File: config.mk
export PLATFORM = sky130hd
export DESIGN_NAME = spi_register_access_master_unit
export DESIGN_NICKNAME = d
export VERILOG_FILES = /design/src/design/sprm_pkg.sv /design/src/design/sprm_engine.sv /design/src/design/spi_register_access_master_unit.sv
export SDC_FILE = /design/constraint.sdc
export NUM_CORES = 1
export LEC_CHECK = 0
export ABC_CLOCK_PERIOD_IN_PS = 2900
export BUFFER_PORTS_ARGS = -buffer_cell sky130_fd_sc_hd__buf_2
export CAP_MARGIN = 20
export CORE_ASPECT_RATIO = 0.9
export CORE_MARGIN = 2
export CORE_UTILIZATION = 47
export CTS_BUF_LIST = sky130_fd_sc_hd__clkbuf_8 sky130_fd_sc_hd__clkbuf_16
export CTS_CLUSTER_DIAMETER = 40
export DETAILED_ROUTE_END_ITERATION = 6
export PLACE_DENSITY = 0.69
export SLEW_MARGIN = 20
export SYNTH_ARGS = -nofsm -noshare
export SYNTH_HDL_FRONTEND = slang
export SYNTH_SLANG_ARGS = --single-unit
export TNS_END_PERCENT = 10
File: constraint.sdc
create_clock -name aclk -period 2.9 [get_ports aclk]
set_clock_uncertainty 0.1 [all_clocks]
set_input_delay 0.58 -clock aclk [delete_from_list [all_inputs] [get_ports aclk]]
set_output_delay 0.58 -clock aclk [all_outputs]
set_load 0.02 [all_outputs]
File: src/design/sprm_pkg.sv
// Shared types and constants for the SPI register access master.
`default_nettype none

package sprm_pkg;

    localparam int BYTE_BITS = 8;
    localparam int ADDR_BITS = BYTE_BITS - 1;
    localparam int BIT_IDX_W = $clog2(BYTE_BITS);

    localparam logic [BYTE_BITS-1:0] CS_SETUP_RESET = 8'd50;

    typedef enum logic [1:0] {
        ACT_TICK  = 2'd0,
        ACT_READ  = 2'd1,
        ACT_WRITE = 2'd2,
        ACT_NONE  = 2'd3
    } sprm_action_t;

    typedef struct packed {
        logic [BYTE_BITS-1:0] read_data;
        logic                 done_res;
        logic                 busy_res;
        logic                 mosi;
        logic                 sck;
        logic                 cs_n;
    } sprm_result_t;

endpackage

`default_nettype wire

File: src/design/sprm_engine.sv
// Transaction sequencer: advances the pin state by one half-period tick per step.
`default_nettype none

module sprm_engine (
    input  wire logic                          aclk,
    input  wire logic                          aresetn,
    input  wire logic                          step,
    input  wire logic [1:0]                    action,
    input  wire logic [sprm_pkg::ADDR_BITS-1:0] reg_addr,
    input  wire logic [sprm_pkg::BYTE_BITS-1:0] write_data,
    input  wire logic                          miso,
    input  wire logic [sprm_pkg::BYTE_BITS-1:0] cs_setup_ticks,
    output sprm_pkg::sprm_result_t             result
);
    import sprm_pkg::*;

    typedef enum logic [2:0] {
        PH_IDLE  = 3'd0,
        PH_SETUP = 3'd1,
        PH_ADDR  = 3'd2,
        PH_WDATA = 3'd3,
        PH_RDATA = 3'd4,
        PH_END   = 3'd5
    } phase_t;

    localparam logic [BIT_IDX_W-1:0] LAST_BIT = BIT_IDX_W'(BYTE_BITS - 1);

    phase_t                 phase_reg,     phase_next;
    logic [BIT_IDX_W-1:0]   bit_index_reg, bit_index_next;
    logic                   half_reg,      half_next;
    logic [BYTE_BITS-1:0]   delay_reg,     delay_next;
    logic [BYTE_BITS-1:0]   tx_reg,        tx_next;
    logic [BYTE_BITS-1:0]   pending_reg,   pending_next;
    logic [BYTE_BITS-1:0]   rx_reg,        rx_next;
    logic                   is_read_reg,   is_read_next;
    logic [BYTE_BITS-1:0]   hold_reg,      hold_next;
    logic                   cs_n, sck, mosi, busy, done;
    logic                   start_rd;

    assign start_rd = (action == ACT_READ);

    always_comb begin
        phase_next     = phase_reg;
        bit_index_next = bit_index_reg;
        half_next      = half_reg;
        delay_next     = delay_reg;
        tx_next        = tx_reg;
        pending_next   = pending_reg;
        rx_next        = rx_reg;
        is_read_next   = is_read_reg;
        hold_next      = hold_reg;
        cs_n = 1'b0;
        sck  = 1'b0;
        mosi = 1'b0;
        busy = 1'b1;
        done = 1'b0;
        case (phase_reg)
            PH_SETUP: begin
                if (delay_reg != '0) begin
                    delay_next = delay_reg - 1'b1;
                end
                if (delay_next == '0) begin
                    phase_next     = PH_ADDR;
                    bit_index_next = '0;
                    half_next      = 1'b0;
                end
            end
            PH_ADDR, PH_WDATA: begin
                mosi = tx_reg[BYTE_BITS-1];
                if (!half_reg) begin
                    half_next = 1'b1;
                end else begin
                    sck       = 1'b1;
                    tx_next   = {tx_reg[BYTE_BITS-2:0], 1'b0};
                    half_next = 1'b0;
                    if (bit_index_reg == LAST_BIT) begin
                        bit_index_next = '0;
                        if (phase_reg == PH_WDATA) begin
                            phase_next = PH_END;
                        end else if (is_read_reg) begin
                            phase_next = PH_RDATA;
                            rx_next    = '0;
                        end else begin
                            phase_next = PH_WDATA;
                            tx_next    = pending_reg;
                        end
                    end else begin
                        bit_index_next = bit_index_reg + 1'b1;
                    end
                end
            end
            PH_RDATA: begin
                if (!half_reg) begin
                    half_next = 1'b1;
                end else begin
                    sck       = 1'b1;
                    rx_next   = {rx_reg[BYTE_BITS-2:0], miso};
                    half_next = 1'b0;
                    if (bit_index_reg == LAST_BIT) begin
                        bit_index_next = '0;
                        phase_next     = PH_END;
                    end else begin
                        bit_index_next = bit_index_reg + 1'b1;
                    end
                end
            end
            PH_END: begin
                cs_n = 1'b1;
                busy = 1'b0;
                done = 1'b1;
                if (is_read_reg) begin
                    hold_next = rx_reg;
                end
                phase_next     = PH_IDLE;
                bit_index_next = '0;
                half_next      = 1'b0;
            end
            default: begin
                phase_next     = PH_IDLE;
                bit_index_next = '0;
                half_next      = 1'b0;
                if (action == ACT_READ || action == ACT_WRITE) begin
                    is_read_next = start_rd;
                    tx_next      = {start_rd, reg_addr};
                    pending_next = write_data;
                    delay_next   = cs_setup_ticks;
                    phase_next   = (cs_setup_ticks != '0) ? PH_SETUP : PH_ADDR;
                end else begin
                    cs_n = 1'b1;
                    busy = 1'b0;
                end
            end
        endcase
    end

    always_ff @(posedge aclk) begin
        if (!aresetn) begin
            phase_reg     <= PH_IDLE;
            bit_index_reg <= '0;
            half_reg      <= 1'b0;
            delay_reg     <= '0;
            tx_reg        <= '0;
            pending_reg   <= '0;
            rx_reg        <= '0;
            is_read_reg   <= 1'b0;
            hold_reg      <= '0;
        end else if (step) begin
            phase_reg     <= phase_next;
            bit_index_reg <= bit_index_next;
            half_reg      <= half_next;
            delay_reg     <= delay_next;
            tx_reg        <= tx_next;
            pending_reg   <= pending_next;
            rx_reg        <= rx_next;
            is_read_reg   <= is_read_next;
            hold_reg      <= hold_next;
        end
    end

    always_comb begin
        result.cs_n      = cs_n;
        result.sck       = sck;
        result.mosi      = mosi;
        result.busy_res  = busy;
        result.done_res  = done;
        result.read_data = hold_next;
    end

endmodule

`default_nettype wire

File: src/design/spi_register_access_master_unit.sv
// Top level of the SPI register access master: request register, sequencer, result register.
//
//  channel   | dir | handshake            | payload
//  s_ (tick) | in  | s_tvalid / s_tready  | s_tuser: action; s_tdata: reg_addr, write_data, miso
//  m_ (pins) | out | m_tvalid / m_tready  | m_tdata: cs_n, sck, mosi, busy_res, done_res, read_data
//  cfg       | in  | cfg_we               | cfg_wdata: cs_setup_ticks
//
// One request per cycle sustained while the m_ side accepts; each request yields one result
// through the request register, then sequencer logic into the result register.
// Reset puts the sequencer idle, chip select high, cs_setup_ticks at 50.
// A stalled m_ side holds the result register; the request register holds behind it,
// and s_tready drops only when both are full.
`default_nettype none

module spi_register_access_master_unit (
    input  wire logic        aclk,
    input  wire logic        aresetn,
    input  wire logic        s_tvalid,
    output      logic        s_tready,
    input  wire logic [1:0]  s_tuser,   // [1:0] action
    input  wire logic [15:0] s_tdata,   // [6:0] reg_addr, [14:7] write_data, [15] miso
    output      logic        m_tvalid,
    input  wire logic        m_tready,
    output      logic [15:0] m_tdata,   // [0] cs_n, [1] sck, [2] mosi, [3] busy_res,
                                        // [4] done_res, [12:5] read_data, [15:13] zero
    input  wire logic        cfg_we,
    input  wire logic [7:0]  cfg_wdata  // cs_setup_ticks
);
    import sprm_pkg::*;

    logic                 in_valid_reg;
    logic [1:0]           in_action_reg;
    logic [15:0]          in_data_reg;
    logic                 out_valid_reg;
    sprm_result_t         res_reg;
    sprm_result_t         res_next;
    logic [BYTE_BITS-1:0] cs_setup_reg;
    logic                 out_ready;
    logic                 fire;

    assign out_ready = !out_valid_reg || m_tready;
    assign fire      = in_valid_reg && out_ready;
    assign s_tready  = !in_valid_reg || out_ready;

    always_ff @(posedge aclk) begin
        if (!aresetn) begin
            cs_setup_reg <= CS_SETUP_RESET;
        end else if (cfg_we) begin
            cs_setup_reg <= cfg_wdata;
        end
    end

    always_ff @(posedge aclk) begin
        if (!aresetn) begin
            in_valid_reg <= 1'b0;
        end else if (s_tready) begin
            in_valid_reg <= s_tvalid;
        end
    end

    always_ff @(posedge aclk) begin
        if (s_tready && s_tvalid) begin
            in_action_reg <= s_tuser;
            in_data_reg   <= s_tdata;
        end
    end

    sprm_engine u_engine (
        .aclk           (aclk),
        .aresetn        (aresetn),
        .step           (fire),
        .action         (in_action_reg),
        .reg_addr       (in_data_reg[ADDR_BITS-1:0]),
        .write_data     (in_data_reg[ADDR_BITS+BYTE_BITS-1:ADDR_BITS]),
        .miso           (in_data_reg[15]),
        .cs_setup_ticks (cs_setup_reg),
        .result         (res_next)
    );

    always_ff @(posedge aclk) begin
        if (!aresetn) begin
            out_valid_reg <= 1'b0;
        end else if (out_ready) begin
            out_valid_reg <= in_valid_reg;
        end
    end

    always_ff @(posedge aclk) begin
        if (fire) begin
            res_reg <= res_next;
        end
    end

    assign m_tvalid = out_valid_reg;
    assign m_tdata  = {3'b000, res_reg};

`ifndef SYNTHESIS
    a_done_not_busy: assert property (@(posedge aclk) disable iff (!aresetn)
        out_valid_reg && res_reg.done_res |-> !res_reg.busy_res && res_reg.cs_n)
        else $error("done reported while busy or with chip select low");

    a_cs_low_busy: assert property (@(posedge aclk) disable iff (!aresetn)
        out_valid_reg && !res_reg.cs_n |-> res_reg.busy_res)
        else $error("chip select low outside a transaction");

    a_sck_needs_cs: assert property (@(posedge aclk) disable iff (!aresetn)
        out_valid_reg && res_reg.sck |-> !res_reg.cs_n)
        else $error("serial clock high with chip select high");

    a_stall_full: assert property (@(posedge aclk) disable iff (!aresetn)
        !s_tready |-> out_valid_reg && in_valid_reg && !m_tready)
        else $error("request side stalled with room to advance");
`endif

endmodule

`default_nettype wire
==> impl_metrics.csv, run 1 <==
group,metric,value,unit
outcome,outcome,"complete, no violations",
die,die_h,93.7,µm
timing,rsz0062_at_grt,"false",
synth,ys_seq_area_share,49.8,%
place,dp_hpwl,5.55,mm
timing,clock.fmax,417,MHz
critical_path,cp_max_fo,11,
clock_network,root_buffer,"clkbuf_8",
critical_path,cp.required,3.05,ns
job,cap_violations,0,
global_routing,grt_pass1_vias,2799,
power_and_ir_drop,peakVddDrop,250,µV
clock_network,clockBufferDepth,2,
die,num_rows,32,
worst_hold_path,hold_start,"s_tdata[7]",
layout,diodes,0,
clock_network,clkLatencyLatePin,0.36,ns
clock_network,cts_buffers,9,
synth,synthArstFlopShare,0,%
route,drt_iter0_drc,117,
synth,syn_area_per_cell,9.95,µm²
clock_network,cts_tree,"yes",
place,place_congestion,0.910,
place,port_buffers,45,
clock_network,post_cts_resized,0,
critical_path,r2r-start,"u_engine.delay_reg[0]",
route,drcViolationCount,0,
synth,netlist_instances,422,
synth,synth_top_area_share,27.7,%
worst_hold_path,min_to,"in_data_reg[7]",
clock_network,clk_pin_slew,0.10,ns
route,via_count,3075,
synth,yosysMostFrequentCell,"dfxtp_1",
timing,tightest_slew,0.814,ns
clock_network,cts.sinks,89,
synth,synth-edff-count,31,
route,ant_nets,0,
synth,synthTopCellsByCount,"dfxtp_1 (58), nand2_1 (53), mux2i_1 (34), edfxtp_1 (31), nor2b_1 (29)",
synth,synthTopCellsByArea,"dfxtp_1 (28%), edfxtp_1 (22%), mux2i_1 (8.1%)",
global_routing,antenna_found_initial,0,
timing,finalHoldViolations,0,
critical_path,critPathLaunch,"u_engine.delay_reg[0]",
timing,finalSetupViolCount,0,
critical_path,reg2reg_depth,8,
critical_path,critPathKind,"flip-flop to flip-flop",
power_and_ir_drop,power.density,543,nW/µm²
power_and_ir_drop,p_leak,1.80,nW
critical_path,arrival,2.54,ns
layout,drive_gt1_share,18.9,%
worst_hold_path,holdPathStages,1,
timing,tns,0,ns
timing,slew_headroom,45.7,%
clock_network,cts_hold_repair.buffers,0,
worst_hold_path,hp-class,"input pin to flip-flop",
synth,ys_ff_latch,89,
critical_path,r2r_setup_slack,0.50,ns
die,core,8610,µm²
critical_path,crit_path_end_kind,"flip-flop",
power_and_ir_drop,fin_total_pwr,2.54,mW
route,wl,7.94,mm
route,wire_per_inst,13.7,µm
layout,largest_reg_flops,16,
layout,nets,494,
clock_network,post_cts_buffers,0,
route,firstDrtPassIters,5,
die,initial_core_util,48.8,%
die,ios,49,
critical_path,reg2reg_to,"u_engine.bit_index_reg[1]",
global_routing,grt.overflow.total,0,
synth,synth-main-ff-cell,"dfxtp_1",
global_routing,grt_pass1_wl,13.4,mm
synth,synth_area,4200,µm²
synth,yosysUniqueCellTypes,56,
critical_path,worstSetupStartpointType,"flip-flop",
die,die-area,9710,µm²
route,vias_per_cell,5.30,
layout,area_delta_synth_final,11.5,%
global_routing,track_usage,17.1,%
synth,yosysTopAreaCell,"dfxtp_1",
clock_network,h-tree-depth,3,
die,die_x,104,µm
timing,slew_viol_final,0,
timing,post-route-min-period,2.40,ns
timing,fin_crit_sh,82.6,%
global_routing,grt_max_degree,22,
synth,yosysWarnings,0,
-- how the worst max path moves through the flow --
stage | end | slack [ns]
after floorplan | u_engine.delay_reg[3] | 0.83
after global routing | u_engine.bit_index_reg[1] | 0.31
after CTS | u_engine.bit_index_reg[1] | 0.52
final | u_engine.bit_index_reg[1] | 0.50
after detailed placement | u_engine.bit_index_reg[0] | 0.55
after global placement | u_engine.delay_reg[0] | 0.62
-- cells in the final DEF (no fill, tap or decap), drive strengths merged, types with 4 or more instances in the layout --
master | Yosys | final
inv | 9 | 11
nor2 | 26 | 26
edfxtp | 31 | 31
mux2i | 34 | 34
buf | 15 | 52
nor3 | 8 | 8
a21oi | 26 | 26
mux2 | 8 | 8
ha | 7 | 7
nand3 | 14 | 14
dfxtp | 58 | 58
and3 | 5 | 5
nor2b | 29 | 29
clkbuf | 16 | 9
a21boi | 20 | 20
o21ai | 14 | 14
nand2 | 53 | 53
o211ai | 4 | 4
-- routing by layer --
layer / vias to the layer above / part of all wire [%] / GRT usage [%]
met4: 0 / 1.3 / 6.08
met1: 1433 / 49 / 23.3
li1: 1553 / - / -
met3: 8 / 4.1 / 3.54
met2: 81 / 45 / 27.3
met5: - / 0 / 0
-- critical path, cell delays in order, from the launching register on --
cell,delay [ns]
dfxtp_1,0.44
inv_1,0.13
ha_1,0.35
nor4b_1,0.34
a22oi_1,0.12
o211ai_1,0.19
and4b_4,0.30
a21oi_2,0.08
a22o_1,0.24
-- cell type report --
class / instances / area (µm²)
tap: 119 / 149
sequential: 89 / 2090
timing repair buffer: 52 / 278
multi-input combinational: 295 / 1930
clock buffer: 9 / 124
clock inverter: 7 / 72.6
fill: 774 / 3930
inverter: 9 / 33.8
-- power by group --
part           switching [mW]  internal, mW  total (mW)
sequential             0.0361          1.34        1.38
combinational           0.183         0.138       0.321
clock                   0.442         0.400       0.841
total                   0.661          1.88        2.54
-- metrics by stage --
step	instance area (µm²)	utilization, %	cells	setup WS (ns)	hold WS, ns
2_1_floorplan	4210	-	424	0.826	0.340
3_3_place_gp	4480	52.1	564	0.621	0.346
3_5_place_dp	4480	52.1	564	0.550	0.352
6_report	4680	54.4	580	0.504	0.288
4_1_cts	4680	54.4	580	0.517	0.270
5_1_grt	4680	54.4	580	0.313	0.259
-- logic make-up after synthesis --
logic type / count (synthesis) / share of synthesized area (%)
xor+xnor: 1 / 0.209
buf+inv: 40 / 4.35
compound gates: 85 / 13.7
fa+ha+maj: 7 / 2.09
simple gates: 157 / 19.5
flops: 89 / 49.8
mux: 42 / 10.3
other cells: 1 / 0.0893
(Power assumes the default switching activity.)
==> run 2, diff against run 1 <==
--- a/config.mk
+++ b/config.mk
@@ -5,7 +5,7 @@
 export SDC_FILE = /design/constraint.sdc
 export NUM_CORES = 1
 export LEC_CHECK = 0
-export ABC_CLOCK_PERIOD_IN_PS = 2900
+export ABC_CLOCK_PERIOD_IN_PS = 2200
 export BUFFER_PORTS_ARGS = -buffer_cell sky130_fd_sc_hd__buf_2
 export CAP_MARGIN = 20
 export CORE_ASPECT_RATIO = 0.9
@@ -14,7 +14,7 @@
 export CTS_BUF_LIST = sky130_fd_sc_hd__clkbuf_8 sky130_fd_sc_hd__clkbuf_16
 export CTS_CLUSTER_DIAMETER = 40
 export DETAILED_ROUTE_END_ITERATION = 6
-export PLACE_DENSITY = 0.69
+export PLACE_DENSITY = 0.72
 export SLEW_MARGIN = 20
 export SYNTH_ARGS = -nofsm -noshare
 export SYNTH_HDL_FRONTEND = slang
==> constraint.sdc (replaced) <==
create_clock -name aclk -period 2.2 [get_ports aclk]
set_clock_uncertainty 0.1 [all_clocks]
set_input_delay 0.44 -clock aclk [delete_from_list [all_inputs] [get_ports aclk]]
set_output_delay 0.44 -clock aclk [all_outputs]
set_load 0.02 [all_outputs]
==> run 2 against run 1 <==
Via count grew 3.7%. Die area is the same. Non-clock buffer count grew 19. Count of clock-buffer cells in the layout unchanged. Power grew 37%. Combinational power up 46%. Largest cell class unchanged.
==> impl_metrics.csv, run 2 (synthesized netlist as in run 1, its figures left out) <==
group,metric,value,unit
power_and_ir_drop,p_leak,1.90,nW
critical_path,cp.required,2.39,ns
layout,drive_gt1_share,24.0,%
timing,finalSetupViolCount,0,
clock_network,clockBufferDepth,2,
power_and_ir_drop,peakVddDrop,420,µV
global_routing,grt_pass1_wl,14.3,mm
timing,fin_crit_sh,97.0,%
global_routing,grt.overflow.total,0,
clock_network,cts.sinks,89,
layout,final_cell_area,4870,µm²
die,initial_core_util,48.8,%
route,wire_per_inst,14.3,µm
layout,area_delta_synth_final,15.9,%
clock_network,cts_tree,"yes",
layout,layout_commonest_cell,"dfxtp_1",
job,cap_violations,0,
layout,fin_cells,599,
die,die_h,93.7,µm
timing,post-route-min-period,2.13,ns
power_and_ir_drop,power_frac_clock,34.2,%
power_and_ir_drop,p_int,2.53,mW
worst_hold_path,hp-class,"input pin to flip-flop",
global_routing,grt_pass1_vias,3128,
route,ant_nets,0,
power_and_ir_drop,power.density,714,nW/µm²
die,core,8610,µm²
route,wl,8.58,mm
route,drt_iter0_drc,198,
layout,largest_reg_flops,16,
timing,tns,0,ns
critical_path,arrival,2.33,ns
timing,final.setup.worst_slack,0.0658,ns
place,place_congestion,0.917,
critical_path,critPathKind,"flip-flop to flip-flop",
global_routing,antenna_found_initial,0,
power_and_ir_drop,fin_total_pwr,3.47,mW
layout,diodes,0,
timing,rsz0062_at_grt,"false",
clock_network,cts_hold_repair.buffers,0,
timing,clock.fmax,469,MHz
timing,tightest_slew,0.900,ns
place,post-place-cells,581,
route,via_count,3189,
clock_network,root_buffer,"clkbuf_8",
layout,nets,513,
route,vias_per_cell,5.32,
outcome,outcome,"complete, no violations",
place,port_buffers,45,
clock_network,h-tree-depth,3,
timing,finalHoldViolations,0,
place,dpl_cell_area,4610,µm²
die,num_rows,32,
die,die_x,104,µm
route,firstDrtPassIters,5,
layout,layout_common_cells,"dfxtp_1 (55), nand2_1 (53), buf_2 (45)",
place,dp_hpwl,5.93,mm
clock_network,clk_pin_slew,0.10,ns
layout,fillCellCount,769,
power_and_ir_drop,pwr-share-comb,13.5,%
critical_path,crit_path_end_kind,"flip-flop",
clock_network,cts_buffers,9,
critical_path,reg2reg_depth,8,
global_routing,track_usage,18.2,%
power_and_ir_drop,power_frac_seq,52.2,%
critical_path,worstSetupStartpointType,"flip-flop",
place,pre_cts_ws,-0.0159,ns
power_and_ir_drop,switching_power,942,µW
critical_path,cp_max_fo,4,
worst_hold_path,holdPathStages,1,
route,drcViolationCount,0,
global_routing,grt_max_degree,27,
clock_network,clkLatencyLatePin,0.36,ns
timing,slew_headroom,40.0,%
power_and_ir_drop,netSwitchingFraction,27.1,%
timing,slew_viol_final,0,
die,ios,49,
die,die-area,9710,µm²
==> run 2: path summary, 6_finish.rpt <==
path / start / endpoint / slack, ns
worst max-delay path: u_engine.delay_reg[0] / u_engine.phase_reg[0] / 0.07
worst min-delay path: s_tdata[13] / in_data_reg[13] / 0.15
worst max register to register: u_engine.delay_reg[0] / u_engine.phase_reg[0] / 0.07
worst min register to register: u_engine.hold_reg[5] / u_engine.hold_reg[5] / 0.37
==> run 2: repair_timing <==
action / 4_1_cts / 5_1_grt
buffers inserted: 0 / 2
gates resized for setup: 3 / 8
endpoints found under the setup margin: 4 / 11
pin swaps: 0 / 3
==> run 2: cell type report <==
| class | count | area [µm²] | share of cell area [%] |
|---|---|---|---|
| clock buffer | 9 | 124 | 2.55 |
| clock inverter | 7 | 85.1 | 1.75 |
| inverter | 9 | 36.3 | 0.746 |
| multi-input combinational | 295 | 1960 | 40.2 |
| sequential | 89 | 2100 | 43.1 |
| tap | 119 | 149 | 3.06 |
| timing repair buffer | 71 | 420 | 8.64 |
==> run 2: critical path, cell delays in order, from the launching register on <==
cell and delay [ns]:
dfxtp_2 0.36, inv_4 0.08, ha_4 0.15, or3b_4 0.37, o211ai_1 0.22, a21oi_1 0.10, and4b_4 0.24, o211ai_4 0.22
mux2i_1 0.23
==> run 2: power by group through the flow <==
stage / Combinational, mW / Clock [mW] / Sequential, mW
3_3_place_gp: 0.448 / 0 / 1.85
3_5_place_dp: 0.458 / 0 / 1.85
6_report: 0.470 / 1.19 / 1.81
5_1_grt: 0.520 / 1.29 / 1.82
4_1_cts: 0.464 / 1.21 / 1.81
2_1_floorplan: 0.323 / 0 / 1.85
==> run 2: per-layer routing <==
metal  up-vias  share of wire [%]  track usage (%)
met1      1489                 46             22.6
met3        14                4.7             4.16
met4         0                1.6             6.53
li1       1592                  -                -
met5         -                  0                0
met2        94                 48             31.5
==> run 2: through the flow <==
stage / utilization [%] / hold WS (ns)
2_1_floorplan: - / 0.340
3_3_place_gp: 53.6 / 0.345
3_5_place_dp: 53.6 / 0.355
4_1_cts: 56.1 / 0.130
5_1_grt: 56.5 / 0.121
6_report: 56.5 / 0.147
